==> src/rtl/stdp_pkg.sv <==
// Shared types, constants and the control program of the stepper delay profile unit.
package stdp_pkg;

    localparam int unsigned STEPS_PER_REV_DEF = 64;

    localparam int unsigned FIELD_W     = 16;
    localparam int unsigned IN_TDATA_W  = 48;
    localparam int unsigned OUT_TDATA_W = 24;
    localparam int unsigned OUT_TUSER_W = 2;
    localparam int unsigned DIV_W       = 32;
    localparam int unsigned CNT_W       = 6;

    localparam logic [FIELD_W-1:0] DELAY_NUM     = 16'd60000;
    localparam logic [FIELD_W-1:0] MIN_DELAY_RST = 16'd5;
    localparam logic [FIELD_W-1:0] MAX_DELAY_RST = 16'd500;

    localparam logic [CNT_W-1:0] DIV_CNT_START = 6'd16;
    localparam logic [CNT_W-1:0] DIV_CNT_STEP  = 6'd32;

    localparam logic CFG_MIN_DELAY = 1'b0;
    localparam logic CFG_MAX_DELAY = 1'b1;

    localparam logic OP_START = 1'b0;
    localparam logic OP_NEXT  = 1'b1;

    typedef enum logic [1:0] {
        PH_ACCEL  = 2'd0,
        PH_CRUISE = 2'd1,
        PH_DECEL  = 2'd2
    } t_phase;

    typedef enum logic [3:0] {
        A_NOP,
        A_LATCH,
        A_MUL_RPM,
        A_DIV_START,
        A_DIV_STEP,
        A_START,
        A_REJECT,
        A_PHASE,
        A_MUL_SPAN,
        A_DIV_STEPLD,
        A_STEP_FIN,
        A_RES_CLR,
        A_EMIT
    } t_act;

    typedef enum logic [2:0] {
        C_ALWAYS,
        C_IN_VALID,
        C_OP_NEXT,
        C_CNT_ZERO,
        C_RPM_ZERO,
        C_INACTIVE,
        C_DIV_LAST,
        C_OUT_FREE
    } t_cond;

    typedef logic [3:0] t_addr;

    localparam t_addr ADDR_IDLE     = 4'd0;
    localparam t_addr ADDR_DISPATCH = 4'd1;
    localparam t_addr ADDR_CHK_CNT  = 4'd2;
    localparam t_addr ADDR_MUL_RPM  = 4'd3;
    localparam t_addr ADDR_DIV_LD_S = 4'd4;
    localparam t_addr ADDR_DIV_RUN0 = 4'd5;
    localparam t_addr ADDR_START    = 4'd6;
    localparam t_addr ADDR_REJECT   = 4'd7;
    localparam t_addr ADDR_PHASE    = 4'd8;
    localparam t_addr ADDR_MUL_SPAN = 4'd9;
    localparam t_addr ADDR_DIV_LD_N = 4'd10;
    localparam t_addr ADDR_DIV_RUN1 = 4'd11;
    localparam t_addr ADDR_STEP_FIN = 4'd12;
    localparam t_addr ADDR_RES_CLR  = 4'd13;
    localparam t_addr ADDR_EMIT     = 4'd14;

    typedef struct packed {
        t_act  act;
        t_cond cond;
        t_addr target;
        logic  hold;
    } t_ctrl;

    typedef struct packed {
        logic in_valid;
        logic op_next;
        logic cnt_zero;
        logic rpm_zero;
        logic inactive;
        logic div_last;
        logic out_free;
    } t_status;

    typedef struct packed {
        logic             load;
        logic             step;
        logic [CNT_W-1:0] count;
        logic [DIV_W-1:0] dividend;
        logic [DIV_W-1:0] divisor;
    } t_div_cmd;

    // Control store: when the condition holds the step jumps to its target, otherwise it
    // either stays (hold) or moves on to the next address.
    function automatic t_ctrl ucode(input t_addr a);
        t_ctrl w;
        unique case (a)
            ADDR_IDLE:     w = '{A_LATCH,      C_IN_VALID, ADDR_DISPATCH, 1'b1};
            ADDR_DISPATCH: w = '{A_NOP,        C_OP_NEXT,  ADDR_PHASE,    1'b0};
            ADDR_CHK_CNT:  w = '{A_NOP,        C_CNT_ZERO, ADDR_REJECT,   1'b0};
            ADDR_MUL_RPM:  w = '{A_MUL_RPM,    C_RPM_ZERO, ADDR_START,    1'b0};
            ADDR_DIV_LD_S: w = '{A_DIV_START,  C_ALWAYS,   ADDR_DIV_RUN0, 1'b0};
            ADDR_DIV_RUN0: w = '{A_DIV_STEP,   C_DIV_LAST, ADDR_START,    1'b1};
            ADDR_START:    w = '{A_START,      C_ALWAYS,   ADDR_EMIT,     1'b0};
            ADDR_REJECT:   w = '{A_REJECT,     C_ALWAYS,   ADDR_EMIT,     1'b0};
            ADDR_PHASE:    w = '{A_PHASE,      C_INACTIVE, ADDR_RES_CLR,  1'b0};
            ADDR_MUL_SPAN: w = '{A_MUL_SPAN,   C_ALWAYS,   ADDR_DIV_LD_N, 1'b0};
            ADDR_DIV_LD_N: w = '{A_DIV_STEPLD, C_ALWAYS,   ADDR_DIV_RUN1, 1'b0};
            ADDR_DIV_RUN1: w = '{A_DIV_STEP,   C_DIV_LAST, ADDR_STEP_FIN, 1'b1};
            ADDR_STEP_FIN: w = '{A_STEP_FIN,   C_ALWAYS,   ADDR_EMIT,     1'b0};
            ADDR_RES_CLR:  w = '{A_RES_CLR,    C_ALWAYS,   ADDR_EMIT,     1'b0};
            ADDR_EMIT:     w = '{A_EMIT,       C_OUT_FREE, ADDR_IDLE,     1'b1};
            default:       w = '{A_NOP,        C_ALWAYS,   ADDR_IDLE,     1'b0};
        endcase
        return w;
    endfunction

endpackage

==> src/rtl/stdp_divider.sv <==
// Shared restoring divider producing one quotient bit per cycle.
module stdp_divider import stdp_pkg::*; (
    input  logic             i_clk,
    input  logic             i_rst_n,
    input  t_div_cmd         i_cmd,
    output logic [DIV_W-1:0] o_quotient,
    output logic             o_last
);

    logic [DIV_W-1:0] r_rem;
    logic [DIV_W-1:0] r_quo;
    logic [DIV_W-1:0] r_dvsr;
    logic [CNT_W-1:0] r_cnt;

    logic [DIV_W:0]   shifted;
    logic [DIV_W+1:0] diff;
    logic             ge;

    always_comb begin
        shifted = {r_rem, r_quo[DIV_W-1]};
        diff    = {1'b0, shifted} - {2'b00, r_dvsr};
        ge      = ~diff[DIV_W+1];
    end

    always_ff @(posedge i_clk) begin
        if (!i_rst_n) begin
            r_cnt <= '0;
        end else if (i_cmd.load) begin
            r_cnt <= i_cmd.count;
        end else if (i_cmd.step) begin
            r_cnt <= r_cnt - CNT_W'(1);
        end
    end

    always_ff @(posedge i_clk) begin
        if (i_cmd.load) begin
            r_rem  <= '0;
            r_quo  <= i_cmd.dividend;
            r_dvsr <= i_cmd.divisor;
        end else if (i_cmd.step) begin
            r_rem <= ge ? diff[DIV_W-1:0] : shifted[DIV_W-1:0];
            r_quo <= {r_quo[DIV_W-2:0], ge};
        end
    end

    assign o_quotient = r_quo;
    assign o_last     = (r_cnt == CNT_W'(1));

endmodule

==> src/rtl/stdp_sequencer.sv <==
// Step counter and jump logic that walks the control store.
module stdp_sequencer import stdp_pkg::*; (
    input  logic    i_clk,
    input  logic    i_rst_n,
    input  t_status i_status,
    output t_ctrl   o_ctrl
);

    t_addr r_pc;
    t_addr n_pc;
    t_ctrl ctrl;
    logic  taken;

    always_comb begin
        ctrl = ucode(r_pc);
        unique case (ctrl.cond)
            C_ALWAYS:   taken = 1'b1;
            C_IN_VALID: taken = i_status.in_valid;
            C_OP_NEXT:  taken = i_status.op_next;
            C_CNT_ZERO: taken = i_status.cnt_zero;
            C_RPM_ZERO: taken = i_status.rpm_zero;
            C_INACTIVE: taken = i_status.inactive;
            C_DIV_LAST: taken = i_status.div_last;
            C_OUT_FREE: taken = i_status.out_free;
            default:    taken = 1'b1;
        endcase
        if (taken) begin
            n_pc = ctrl.target;
        end else if (ctrl.hold) begin
            n_pc = r_pc;
        end else begin
            n_pc = r_pc + t_addr'(1);
        end
    end

    always_ff @(posedge i_clk) begin
        if (!i_rst_n) begin
            r_pc <= ADDR_IDLE;
        end else begin
            r_pc <= n_pc;
        end
    end

    assign o_ctrl = ctrl;

endmodule

==> src/rtl/stdp_datapath.sv <==
// Datapath: move state, multiplier, delay arithmetic and the result register.
module stdp_datapath import stdp_pkg::*; #(
    parameter int unsigned STEPS_PER_REV = STEPS_PER_REV_DEF
) (
    input  logic                   i_clk,
    input  logic                   i_rst_n,
    input  t_ctrl                  i_ctrl,
    output t_status                o_status,
    input  logic                   i_cfg_wr_en,
    input  logic                   i_cfg_index,
    input  logic [FIELD_W-1:0]     i_cfg_data,
    input  logic                   s_axis_tvalid,
    output logic                   s_axis_tready,
    input  logic [IN_TDATA_W-1:0]  s_axis_tdata,
    input  logic                   s_axis_tuser,
    output logic                   m_axis_tvalid,
    input  logic                   m_axis_tready,
    output logic [OUT_TDATA_W-1:0] m_axis_tdata,
    output logic [OUT_TUSER_W-1:0] m_axis_tuser,
    output logic                   m_axis_tlast,
    output t_div_cmd               o_div_cmd,
    input  logic [DIV_W-1:0]       i_quotient,
    input  logic                   i_div_last
);

    localparam logic [FIELD_W-1:0] SPR = FIELD_W'(STEPS_PER_REV);

    logic [FIELD_W-1:0] r_min;
    logic [FIELD_W-1:0] r_max;
    logic               r_active;
    logic               r_fwd;
    logic [FIELD_W-1:0] r_total;
    logic [FIELD_W-1:0] r_index;
    logic [FIELD_W-1:0] r_cruise;
    logic [FIELD_W-1:0] r_ramp;
    logic [FIELD_W-1:0] r_cruise_len;

    logic               r_op;
    logic [FIELD_W-1:0] r_cnt;
    logic [FIELD_W-1:0] r_rpm;
    logic [FIELD_W-1:0] r_acc;

    t_phase             r_ph;
    logic [FIELD_W-1:0] r_span;
    logic [FIELD_W-1:0] r_mop;
    logic [DIV_W-1:0]   r_prod;

    logic               r_res_step;
    logic               r_res_dir;
    logic [FIELD_W-1:0] r_res_delay;
    t_phase             r_res_ph;
    logic               r_res_last;
    logic               r_res_rej;

    logic               r_out_valid;
    logic               r_out_step;
    logic               r_out_dir;
    logic [FIELD_W-1:0] r_out_delay;
    t_phase             r_out_ph;
    logic               r_out_last;
    logic               r_out_rej;

    logic               accept;
    logic               out_free;

    logic [FIELD_W-1:0] ramp_end;
    logic [FIELD_W:0]   cruise_end;
    logic [FIELD_W:0]   jj_full;
    logic [FIELD_W-1:0] span;
    t_phase             ph;

    logic [FIELD_W-1:0] mul_a;
    logic [FIELD_W-1:0] mul_b;

    logic [FIELD_W-1:0] mag;
    logic [FIELD_W-1:0] s_ramp_end;
    logic [FIELD_W-1:0] rest;
    logic [FIELD_W-1:0] cruise_len;
    logic [FIELD_W-1:0] t_raw;
    logic [FIELD_W-1:0] t_lo;
    logic [FIELD_W-1:0] t_cl;

    logic [FIELD_W-1:0] d_acc0;
    logic [FIELD_W-1:0] d_acc;
    logic [DIV_W:0]     d_sum;
    logic [FIELD_W-1:0] d_dec;
    logic [FIELD_W-1:0] d_step;
    logic [FIELD_W:0]   next_index;
    logic               last;

    assign accept   = (i_ctrl.act == A_LATCH) && s_axis_tvalid;
    assign out_free = !r_out_valid || m_axis_tready;

    always_comb begin
        ramp_end   = (r_ramp < r_total) ? r_ramp : r_total;
        cruise_end = {1'b0, ramp_end} + {1'b0, r_cruise_len};
        jj_full    = {1'b0, r_index} - cruise_end;
        span       = (r_max > r_cruise) ? (r_max - r_cruise) : '0;
        if (r_index < ramp_end) begin
            ph = PH_ACCEL;
        end else if ({1'b0, r_index} < cruise_end) begin
            ph = PH_CRUISE;
        end else begin
            ph = PH_DECEL;
        end
    end

    always_comb begin
        if (i_ctrl.act == A_MUL_RPM) begin
            mul_a = r_rpm;
            mul_b = SPR;
        end else begin
            mul_a = r_span;
            mul_b = r_mop;
        end
    end

    always_comb begin
        o_div_cmd.load = (i_ctrl.act == A_DIV_START) || (i_ctrl.act == A_DIV_STEPLD);
        o_div_cmd.step = (i_ctrl.act == A_DIV_STEP);
        if (i_ctrl.act == A_DIV_START) begin
            o_div_cmd.count    = DIV_CNT_START;
            o_div_cmd.dividend = {DELAY_NUM, {(DIV_W-FIELD_W){1'b0}}};
            o_div_cmd.divisor  = r_prod;
        end else begin
            o_div_cmd.count    = DIV_CNT_STEP;
            o_div_cmd.dividend = r_prod;
            o_div_cmd.divisor  = {{(DIV_W-FIELD_W){1'b0}},
                                  ((r_ramp != '0) ? r_ramp : FIELD_W'(1))};
        end
    end

    always_comb begin
        mag        = r_cnt[FIELD_W-1] ? (~r_cnt + FIELD_W'(1)) : r_cnt;
        s_ramp_end = (r_acc < mag) ? r_acc : mag;
        rest       = mag - s_ramp_end;
        cruise_len = (rest > r_acc) ? (rest - r_acc) : '0;
        t_raw      = (r_rpm == '0) ? r_max : i_quotient[FIELD_W-1:0];
        t_lo       = (t_raw < r_min) ? r_min : t_raw;
        t_cl       = (t_lo > r_max) ? r_max : t_lo;
    end

    always_comb begin
        d_acc0     = r_max - i_quotient[FIELD_W-1:0];
        d_acc      = (d_acc0 < r_cruise) ? r_cruise : d_acc0;
        d_sum      = {{(DIV_W+1-FIELD_W){1'b0}}, r_cruise} + {1'b0, i_quotient};
        d_dec      = (d_sum > {{(DIV_W+1-FIELD_W){1'b0}}, r_max}) ? r_max
                                                                  : d_sum[FIELD_W-1:0];
        unique case (r_ph)
            PH_ACCEL:  d_step = d_acc;
            PH_CRUISE: d_step = r_cruise;
            PH_DECEL:  d_step = d_dec;
            default:   d_step = r_cruise;
        endcase
        next_index = {1'b0, r_index} + {{FIELD_W{1'b0}}, 1'b1};
        last       = (next_index >= {1'b0, r_total});
    end

    always_ff @(posedge i_clk) begin
        if (!i_rst_n) begin
            r_min       <= MIN_DELAY_RST;
            r_max       <= MAX_DELAY_RST;
            r_active    <= 1'b0;
            r_out_valid <= 1'b0;
        end else begin
            if (i_cfg_wr_en) begin
                unique case (i_cfg_index)
                    CFG_MIN_DELAY: r_min <= i_cfg_data;
                    CFG_MAX_DELAY: r_max <= i_cfg_data;
                    default:       r_min <= r_min;
                endcase
            end
            if (i_ctrl.act == A_START) begin
                r_active <= 1'b1;
            end else if ((i_ctrl.act == A_STEP_FIN) && last) begin
                r_active <= 1'b0;
            end
            if ((i_ctrl.act == A_EMIT) && out_free) begin
                r_out_valid <= 1'b1;
            end else if (m_axis_tready) begin
                r_out_valid <= 1'b0;
            end
        end
    end

    always_ff @(posedge i_clk) begin
        if (accept) begin
            r_op  <= s_axis_tuser;
            r_cnt <= s_axis_tdata[FIELD_W-1:0];
            r_rpm <= s_axis_tdata[2*FIELD_W-1:FIELD_W];
            r_acc <= s_axis_tdata[3*FIELD_W-1:2*FIELD_W];
        end
        unique case (i_ctrl.act)
            A_MUL_RPM, A_MUL_SPAN: begin
                r_prod <= {{(DIV_W-FIELD_W){1'b0}}, mul_a} * {{(DIV_W-FIELD_W){1'b0}}, mul_b};
            end
            A_START: begin
                r_fwd        <= ~r_cnt[FIELD_W-1];
                r_total      <= mag;
                r_index      <= '0;
                r_ramp       <= r_acc;
                r_cruise     <= t_cl;
                r_cruise_len <= cruise_len;
                r_res_step   <= 1'b0;
                r_res_dir    <= 1'b0;
                r_res_delay  <= '0;
                r_res_ph     <= PH_ACCEL;
                r_res_last   <= 1'b0;
                r_res_rej    <= 1'b0;
            end
            A_REJECT: begin
                r_res_step  <= 1'b0;
                r_res_dir   <= 1'b0;
                r_res_delay <= '0;
                r_res_ph    <= PH_ACCEL;
                r_res_last  <= 1'b0;
                r_res_rej   <= 1'b1;
            end
            A_RES_CLR: begin
                r_res_step  <= 1'b0;
                r_res_dir   <= 1'b0;
                r_res_delay <= '0;
                r_res_ph    <= PH_ACCEL;
                r_res_last  <= 1'b0;
                r_res_rej   <= 1'b0;
            end
            A_PHASE: begin
                r_ph   <= ph;
                r_span <= span;
                r_mop  <= (ph == PH_DECEL) ? jj_full[FIELD_W-1:0] : r_index;
            end
            A_STEP_FIN: begin
                r_index     <= next_index[FIELD_W-1:0];
                r_res_step  <= 1'b1;
                r_res_dir   <= r_fwd;
                r_res_delay <= d_step;
                r_res_ph    <= r_ph;
                r_res_last  <= last;
                r_res_rej   <= 1'b0;
            end
            A_EMIT: begin
                if (out_free) begin
                    r_out_step  <= r_res_step;
                    r_out_dir   <= r_res_dir;
                    r_out_delay <= r_res_delay;
                    r_out_ph    <= r_res_ph;
                    r_out_last  <= r_res_last;
                    r_out_rej   <= r_res_rej;
                end
            end
            default: begin
            end
        endcase
    end

    always_comb begin
        o_status.in_valid = s_axis_tvalid;
        o_status.op_next  = (r_op == OP_NEXT);
        o_status.cnt_zero = (r_cnt == '0);
        o_status.rpm_zero = (r_rpm == '0);
        o_status.inactive = ~r_active;
        o_status.div_last = i_div_last;
        o_status.out_free = out_free;
    end

    assign s_axis_tready = (i_ctrl.act == A_LATCH);
    assign m_axis_tvalid = r_out_valid;
    assign m_axis_tdata  = {{(OUT_TDATA_W-FIELD_W-3){1'b0}}, r_out_ph, r_out_delay, r_out_dir};
    assign m_axis_tuser  = {r_out_rej, r_out_step};
    assign m_axis_tlast  = r_out_last;

endmodule

==> src/rtl/stepper_trapezoid_delay_profile_unit.sv <==
// Top level of the trapezoidal stepper delay profile unit.
//
//  channel  direction  handshake                 payload
//  s_axis   in         s_axis_tvalid/tready      tdata: step_count, speed_rpm, ramp_steps
//                                                tuser: operation
//  m_axis   out        m_axis_tvalid/tready      tdata: direction, delay_ms, phase
//                                                tuser: step_valid, start_rejected; tlast
//  cfg      in         i_cfg_wr_en               i_cfg_index, i_cfg_data
//
// One word is worked on at a time. A start or a step word spends most of its time in the
// shared divider, which resolves one quotient bit per cycle (16 bits for the cruise delay,
// 32 for a ramp delay). A start at zero speed skips the divider, as do a rejected
// start and a step word with no move in progress. Reset is synchronous and leaves no
// move active. A new word is accepted while the previous result waits in the output
// register; the result is only held back if that register is still full when it is ready.
module stepper_trapezoid_delay_profile_unit import stdp_pkg::*; #(
    parameter int unsigned STEPS_PER_REV = STEPS_PER_REV_DEF
) (
    input  logic                   i_clk,
    input  logic                   i_rst_n,
    input  logic                   i_cfg_wr_en,
    input  logic                   i_cfg_index,
    input  logic [FIELD_W-1:0]     i_cfg_data,
    input  logic                   s_axis_tvalid,
    output logic                   s_axis_tready,
    // step_count [15:0], speed_rpm [31:16], ramp_steps [47:32]
    input  logic [IN_TDATA_W-1:0]  s_axis_tdata,
    // operation
    input  logic                   s_axis_tuser,
    output logic                   m_axis_tvalid,
    input  logic                   m_axis_tready,
    // direction [0], delay_ms [16:1], phase [18:17], zero fill above
    output logic [OUT_TDATA_W-1:0] m_axis_tdata,
    // step_valid [0], start_rejected [1]
    output logic [OUT_TUSER_W-1:0] m_axis_tuser,
    output logic                   m_axis_tlast
);

    t_ctrl            ctrl;
    t_status          status;
    t_div_cmd         div_cmd;
    logic [DIV_W-1:0] quotient;
    logic             div_last;

    stdp_sequencer u_seq (
        .i_clk    (i_clk),
        .i_rst_n  (i_rst_n),
        .i_status (status),
        .o_ctrl   (ctrl)
    );

    stdp_divider u_div (
        .i_clk      (i_clk),
        .i_rst_n    (i_rst_n),
        .i_cmd      (div_cmd),
        .o_quotient (quotient),
        .o_last     (div_last)
    );

    stdp_datapath #(
        .STEPS_PER_REV (STEPS_PER_REV)
    ) u_dp (
        .i_clk         (i_clk),
        .i_rst_n       (i_rst_n),
        .i_ctrl        (ctrl),
        .o_status      (status),
        .i_cfg_wr_en   (i_cfg_wr_en),
        .i_cfg_index   (i_cfg_index),
        .i_cfg_data    (i_cfg_data),
        .s_axis_tvalid (s_axis_tvalid),
        .s_axis_tready (s_axis_tready),
        .s_axis_tdata  (s_axis_tdata),
        .s_axis_tuser  (s_axis_tuser),
        .m_axis_tvalid (m_axis_tvalid),
        .m_axis_tready (m_axis_tready),
        .m_axis_tdata  (m_axis_tdata),
        .m_axis_tuser  (m_axis_tuser),
        .m_axis_tlast  (m_axis_tlast),
        .o_div_cmd     (div_cmd),
        .i_quotient    (quotient),
        .i_div_last    (div_last)
    );

endmodule
==> config.mk <==
export PLATFORM = sky130hd
export DESIGN_NAME = stepper_trapezoid_delay_profile_unit
export DESIGN_NICKNAME = d
export VERILOG_FILES = /design/src/rtl/stdp_pkg.sv /design/src/rtl/stdp_divider.sv /design/src/rtl/stdp_sequencer.sv /design/src/rtl/stdp_datapath.sv /design/src/rtl/stepper_trapezoid_delay_profile_unit.sv
export SDC_FILE = /design/constraint.sdc
export NUM_CORES = 2
export LEC_CHECK = 0
export BUFFER_PORTS_ARGS = -buffer_cell sky130_fd_sc_hd__buf_4
export CAP_MARGIN = 5
export CORE_MARGIN = 2
export CORE_UTILIZATION = 60
export DETAILED_ROUTE_END_ITERATION = 10
export GPL_ROUTABILITY_DRIVEN = 0
export GPL_TIMING_DRIVEN = 0
export PLACE_DENSITY_LB_ADDON = 0.1
export SLEW_MARGIN = 20
export SYNTH_ARGS = -nofsm -noshare
export SYNTH_HDL_FRONTEND = slang
export SYNTH_SLANG_ARGS = --single-unit
==> constraint.sdc <==
create_clock -name i_clk -period 8.35 [get_ports i_clk]
set_input_delay 0.4175 -clock i_clk [delete_from_list [all_inputs] [get_ports i_clk]]
set_output_delay 0.4175 -clock i_clk [all_outputs]
set_load 0.01 [all_outputs]
[Word level (Yosys, flattened, before mapping)]
Memories as Yosys holds them, arrays and structs flattened. A register that Yosys moved wholly into a read port is not among the register bits.
Cells that the tools add are included.
Storage, ports and cells
  register bits after elaboration: 380
  bits in read-only memories: 192
  bits of input ports: 71
  output and inout bits: 29
  logic and storage cells: 149
  memories kept: 1
Operators by class
  add/sub/neg operators: 12
  multipliers: 1
  order comparisons: 11
  equality and inequality tests: 23
  mux-type cells: 37
  bitwise logic cells: 5
  reductions and logical operators: 23
Memories
  (no name shown): words 16, width 12, rd ports 1, clocked after memory_dff 1, wr ports 0, line stdp_pkg.sv:106  | unique case (a)
Operator list (number)
  16-bit two-way mux: 12
  32-bit two-way mux: 3
  16-bit one-hot mux with 2 select lines: 3
  16-bit < comparator: 5
  16-bit subtractor: 5
  70-bit two-way mux: 1
  16-bit > comparator: 3
  33-bit by 32-bit subtractor with 34-bit output: 1
  16-bit by 32-bit adder with 33-bit output: 1
  33-bit by 16-bit > comparator with 1-bit output: 1
  16-bit zero test: 2
  16-bit by 16-bit multiplier with 32-bit output: 1
  4-bit equality test (second input constant): 5
  16-bit by 1-bit adder with 17-bit output (second input constant): 1
  16-bit by 16-bit adder with 17-bit output: 1
  17-bit by 16-bit greater-or-equal comparator with 1-bit output: 1
  16-bit by 17-bit < comparator with 1-bit output: 1
  16-bit by 1-bit adder with 16-bit output (second input constant): 1
  4-bit by 3-bit equality test with 1-bit output (second input constant): 4
  4-bit two-way mux: 4
  16-bit inverter: 1
  16-bit nonzero test: 1
  3-bit equality test (second input constant): 4
  6-bit two-way mux: 2
  other kinds (24): 48

[Depth between registers and ports, before layout]
  depth in word-level cells: 8
  gate-level depth with buffers: 37
  depth with buffers taken out: 35

[Modules after synthesis]
A second synthesis with hierarchy kept.
Second synthesis, totals
  cells, all modules: 3793
  area total of the unflattened synthesis: 35904.4 um2
Modules (own cells, without submodules)
  stdp_datapath: times used 1, cells each 3092, area each 28896.5 um2, sequential area each 7887.6 um2
  stdp_divider: times used 1, cells each 578, area each 5915.7 um2, sequential area each 2682.6 um2
  stdp_sequencer: times used 1, cells each 123, area each 1092.3 um2, sequential area each 320.3 um2

[Least setup slack after synthesis]
OpenSTA, ideal clock, no wires.
  kind: register to register
  start: register, netlist name u_seq.o_ctrl[11]
  end: register u_dp.r_prod[30] (data pin)
  library setup time: 0.258 ns
  data arrival time: 7.072 ns
  required time: 8.092 ns
  path slack: 1.020 ns
  stages on the path, launching flop included: 28
  path buffers: 4
  period minus slack after synthesis: 7.330 ns
  path through: dfxtp_1 > clkbuf_1 > nor2_1 > nand2_1 > clkbuf_1 > clkbuf_1 > clkbuf_1 > nand3_1 > fa_1 > fa_1 > inv_1 > fa_1 > fa_1 > fa_1 > inv_1 > fa_1 > inv_1 > ha_1 > a21o_1 > a21oi_1 > o21ai_0 > or3_1 > a21oi_1 > o21ai_0 > o41ai_1 > o2111ai_1 > a21oi_1 > xnor2_1
On the way
  longest elaborated chain between the ends: 3
  elaborated cells on any way between the ends: 4
  those cells by class: mul (1); eq/ne (1); mux (2)
Ends and longest elaborated chain
  4-bit by 2-bit equality test with 1-bit output (*): line stdp_datapath.sv:109  | if (i_ctrl.act == A_MUL_RPM) begin
  16-bit two-way mux: line stdp_datapath.sv:109
  16-bit by 16-bit multiplier with 32-bit output (*): line stdp_datapath.sv:195  | r_prod <= {{(DIV_W-FIELD_W){1'b0}}, mul_a} * {{(DIV_W-FIELD_W){1'b0}}, mul_b};
  end signal: assignment: line stdp_datapath.sv:195
  end: declaration: line stdp_datapath.sv:46  | logic [DIV_W-1:0] r_prod;
Mark *: on every way between the ends. The rest lies on a longest branch, timed or not.
A chain may end at the register's enable or synchronous reset.

[Worst setup path in the final report]
  start: register u_dp.r_cnt[3]
  end: register u_dp.r_cruise_len[13] (data pin)
On the way
  longest elaborated chain between the ends: 7
  elaborated cells on any way between the ends: 8
  those cells by class: add/sub (3); order compare (2); mux (2); bitwise (1)
Ends and longest elaborated chain
  start: declaration: line stdp_datapath.sv:39  | logic [FIELD_W-1:0] r_cnt;
  start signal: assignment: line stdp_datapath.sv:189  | r_cnt <= s_axis_tdata[FIELD_W-1:0];
  16-bit inverter (*): line stdp_datapath.sv:134  | mag = r_cnt[FIELD_W-1] ? (~r_cnt + FIELD_W'(1)) : r_cnt;
  16-bit by 1-bit adder with 16-bit output (*): line stdp_datapath.sv:134
  16-bit two-way mux (*): line stdp_datapath.sv:134
  via u_dp.mag[13]: line stdp_datapath.sv:75  | logic [FIELD_W-1:0] mag;
  16-bit < comparator: line stdp_datapath.sv:135  | s_ramp_end = (r_acc < mag) ? r_acc : mag;
  16-bit two-way mux: line stdp_datapath.sv:135
  16-bit subtractor (*): line stdp_datapath.sv:136  | rest = mag - s_ramp_end;
  16-bit subtractor or 16-bit > comparator (tied branches): line stdp_datapath.sv:137  | cruise_len = (rest > r_acc) ? (rest - r_acc) : '0;
  end signal: assignment: line stdp_datapath.sv:203  | r_cruise_len <= cruise_len;
  end: declaration: line stdp_datapath.sv:36  | logic [FIELD_W-1:0] r_cruise_len;
The timed path passes the listed nets; every way through them passes the cells marked *.

==> run metrics <==
largest net degree at the start of global routing 50; vias in the first global route 27.4k; Die X about 250 um; Post-synth EDFFs 304; outcome complete, no violations; worst-skew pair later-pin latency 0.61 ns; Ys Warns 0; Max-Cap Viols 0; drt first-iter violations around 2.4k; placed cell count approximately 4.6k; Root Buffer clkbuf_16; max-slew violation count 0; Worst EP arrival around 8.3 ns; die height 246 um; drt drc 0; final setup fails 0; Crit Path Class reg -> reg; CTS tree yes; main area contributors after synthesis edfxtp_1 26%, ha_1 13%, fa_1 12%, dfxtp_1 5.0%, inv_1 5.0%; first-pass GRT wire length between 150,000 and 200,000 um; initial antenna violation count 3; Clk pin slew, worst setup/hold paths around 0.060 ns; Worst Tran Pin Value 1.10 ns; ANT cells 0; Fill cells 4,750; Mapped Area about 35,000 um2; clock sink count roughly 390; I/O pin count 100; starting density of the core around three fifths; post-route ant nets 0; Final Cycle Share 95.6%; core area between 50,000 and 60,000 um2; CP most frequent cell a21o_1; Worst Skew about 0.047 ns; Critical Path Sink Type register; GRT overflow 0; CP max stage delay 0.60 ns; CP Launch Type register; Crit-path slowest cell or4_4; post-synth top area cell edfxtp_1; Port Buffers between 90 and 100; HPWL Detailed between 70,000 and 80,000 um; mean cell area of the mapped netlist approximately 9.5 um2; R2R depth 33; Yosys cell types around 100; Total Nets Final 4,536; DRT Pass-1 Iters 6; final wirelength roughly 98,000 um; Post-synth ARST share 0%; #FFs+latches synth between 300 and 400; Final min period ~8.0 ns; ys flop type edfxtp_1; crit-path max FO 10; top-area cell type share of the netlist area about a quarter; Hold WC Path Type in -> reg; clk buf depth 3; maximum achievable frequency around 0.13 GHz; Hold Fails Final Rpt 0; Post-Layout Cell Count 4,686; CTS H-Tree Depth 2; Site Rows 88; via count between 20k and 30k; cells after synthesis between 3k and 4k; via/cell ratio between 6 and 7; Hold Path Depth 1; total track usage 32.6%; CTS buffer count 43; fraction of layout cells with a size suffix above 1 under 10%; register area share after synthesis between 30% and 40%; Area Growth Syn to Fin 10.6%; Slew HR between 20% and 30%; Worst EP required around 8.7 ns; WL/cell approximately 21 um; die area ~60,000 um2
-- timing repair --
item / CTS / global route
resized for setup: 5 / 21
setup endpoints to repair: 4 / 25
endpoints found under the hold margin: 33 / 1
setup buffers: 0 / 4
hold buffers: 33 / 1
cloned: 0 / 0
pin swaps: 0 / 2
-- layout by cell type, fill, tap and decap left out, types with 28 or more instances in the layout --
master and n:
inv_1 463, nand2_1 433, ha_1 377, edfxtp_1 304
fa_1 202, a21oi_1 159, and3_1 141, o21ai_0 135
nor2_1 125, xnor2_1 120, buf_4 110, clkbuf_1 104
nand3_1 96, dfxtp_1 85, a21o_1 76, o211ai_1 65
and2_1 63, xor2_1 50, nor3_1 43, mux2i_1 43
clkbuf_16 43, nand4_1 39, nand2b_1 38, nor2b_1 36
a21boi_0 36, o21a_1 35, dlygate4sd3_1 34, a211oi_1 30
or3_1 28
-- routing by layer --
metal	wire length [um]	up-vias	track usage (%)
met3	7750	237	4.98
met5	0	-	0
li1	-	13300	-
met1	41700	13600	45.0
met2	44400	1162	52.3
met4	3700	0	11.3
-- kinds of logic after synthesis --
family / after synthesis / synth area share (%)
buffers and inverters: 596 / 6.56
flip-flops: 392 / 31.1
XOR/XNOR: 173 / 4.35
other: 1 / 0.0107
AND/OR/NAND/NOR: 1112 / 15.6
multiplexers: 92 / 2.84
AO/OA/AOI/OAI: 754 / 14.5
adder cells (fa/ha/maj): 579 / 25.0
-- area by class of cell --
type                       instances  area, um2  area share (%)
sequential                       392      10900            28.1
clock inverter                    27        310           0.801
buffer                           128        556            1.43
multi-input combinational       2715      21900            56.6
clock buffer                      53       1130            2.93
inverter                         465       1750            4.51
tap                              765        957            2.47
timing repair buffer             141       1210            3.13
-- worst max-delay path: cells and delay by family, from the launching register on --
kind | cells | cell delay (ns)
multiplexers | 1 | 0.29
AND/OR/NAND/NOR | 8 | 1.82
flip-flops | 1 | 0.46
XOR/XNOR | 2 | 0.42
buffers and inverters | 3 | 0.46
adder cells (fa/ha/maj) | 3 | 0.93
AO/OA/AOI/OAI | 16 | 3.31
-- synthesized netlist by cell type (all sizes together) (65+ instances only) --
| library cell | number |
|---|---|
| a21oi | 160 |
| o21ai | 157 |
| xnor2 | 122 |
| nand2 | 434 |
| o211ai | 65 |
| and3 | 142 |
| a21o | 76 |
| clkbuf | 107 |
| nand3 | 96 |
| inv | 465 |
| edfxtp | 304 |
| nor2 | 129 |
| and2 | 68 |
| dfxtp | 88 |
| ha | 377 |
| fa | 202 |
-- state kept, by name, indices dropped and copies added (netlist names), 32 cells and up --
| name | cells |
|---|---|
| u_div.o_quotient | 32 |
| u_div.r_dvsr | 32 |
| u_div.r_rem | 32 |
| u_dp.r_prod | 32 |
-- through the flow --
stage	hold WS, ns	util [%]	setup TNS, ns	setup slack [ns]	instance area (um2)
floorplan	0.400	-	0	1.02	35000
global placement	0.400	63.6	-0.992	-0.447	36700
detailed placement	0.405	63.9	-1.09	-0.454	36900
CTS	0.0000798	67.0	0	0.0129	38600
global route	0.00154	67.1	-0.304	-0.0602	38700
finish	0.0214	67.1	0	0.366	38700
-- worst paths after layout --
kind	slack, ns	end	startpoint
worst min register to register	0.41	u_dp.r_out_delay[15]	u_dp.r_res_delay[15]
worst max-delay path	0.37	u_dp.r_cruise_len[13]	u_dp.r_cnt[3]
worst min-delay path	0.02	u_dp.r_rpm[1]	s_axis_tdata[17]
worst max register to register	0.37	u_dp.r_cruise_len[13]	u_dp.r_cnt[3]
Power is not shown: default switching activity piles up to over one toggle a cycle in this logic, so the estimate is an artifact.
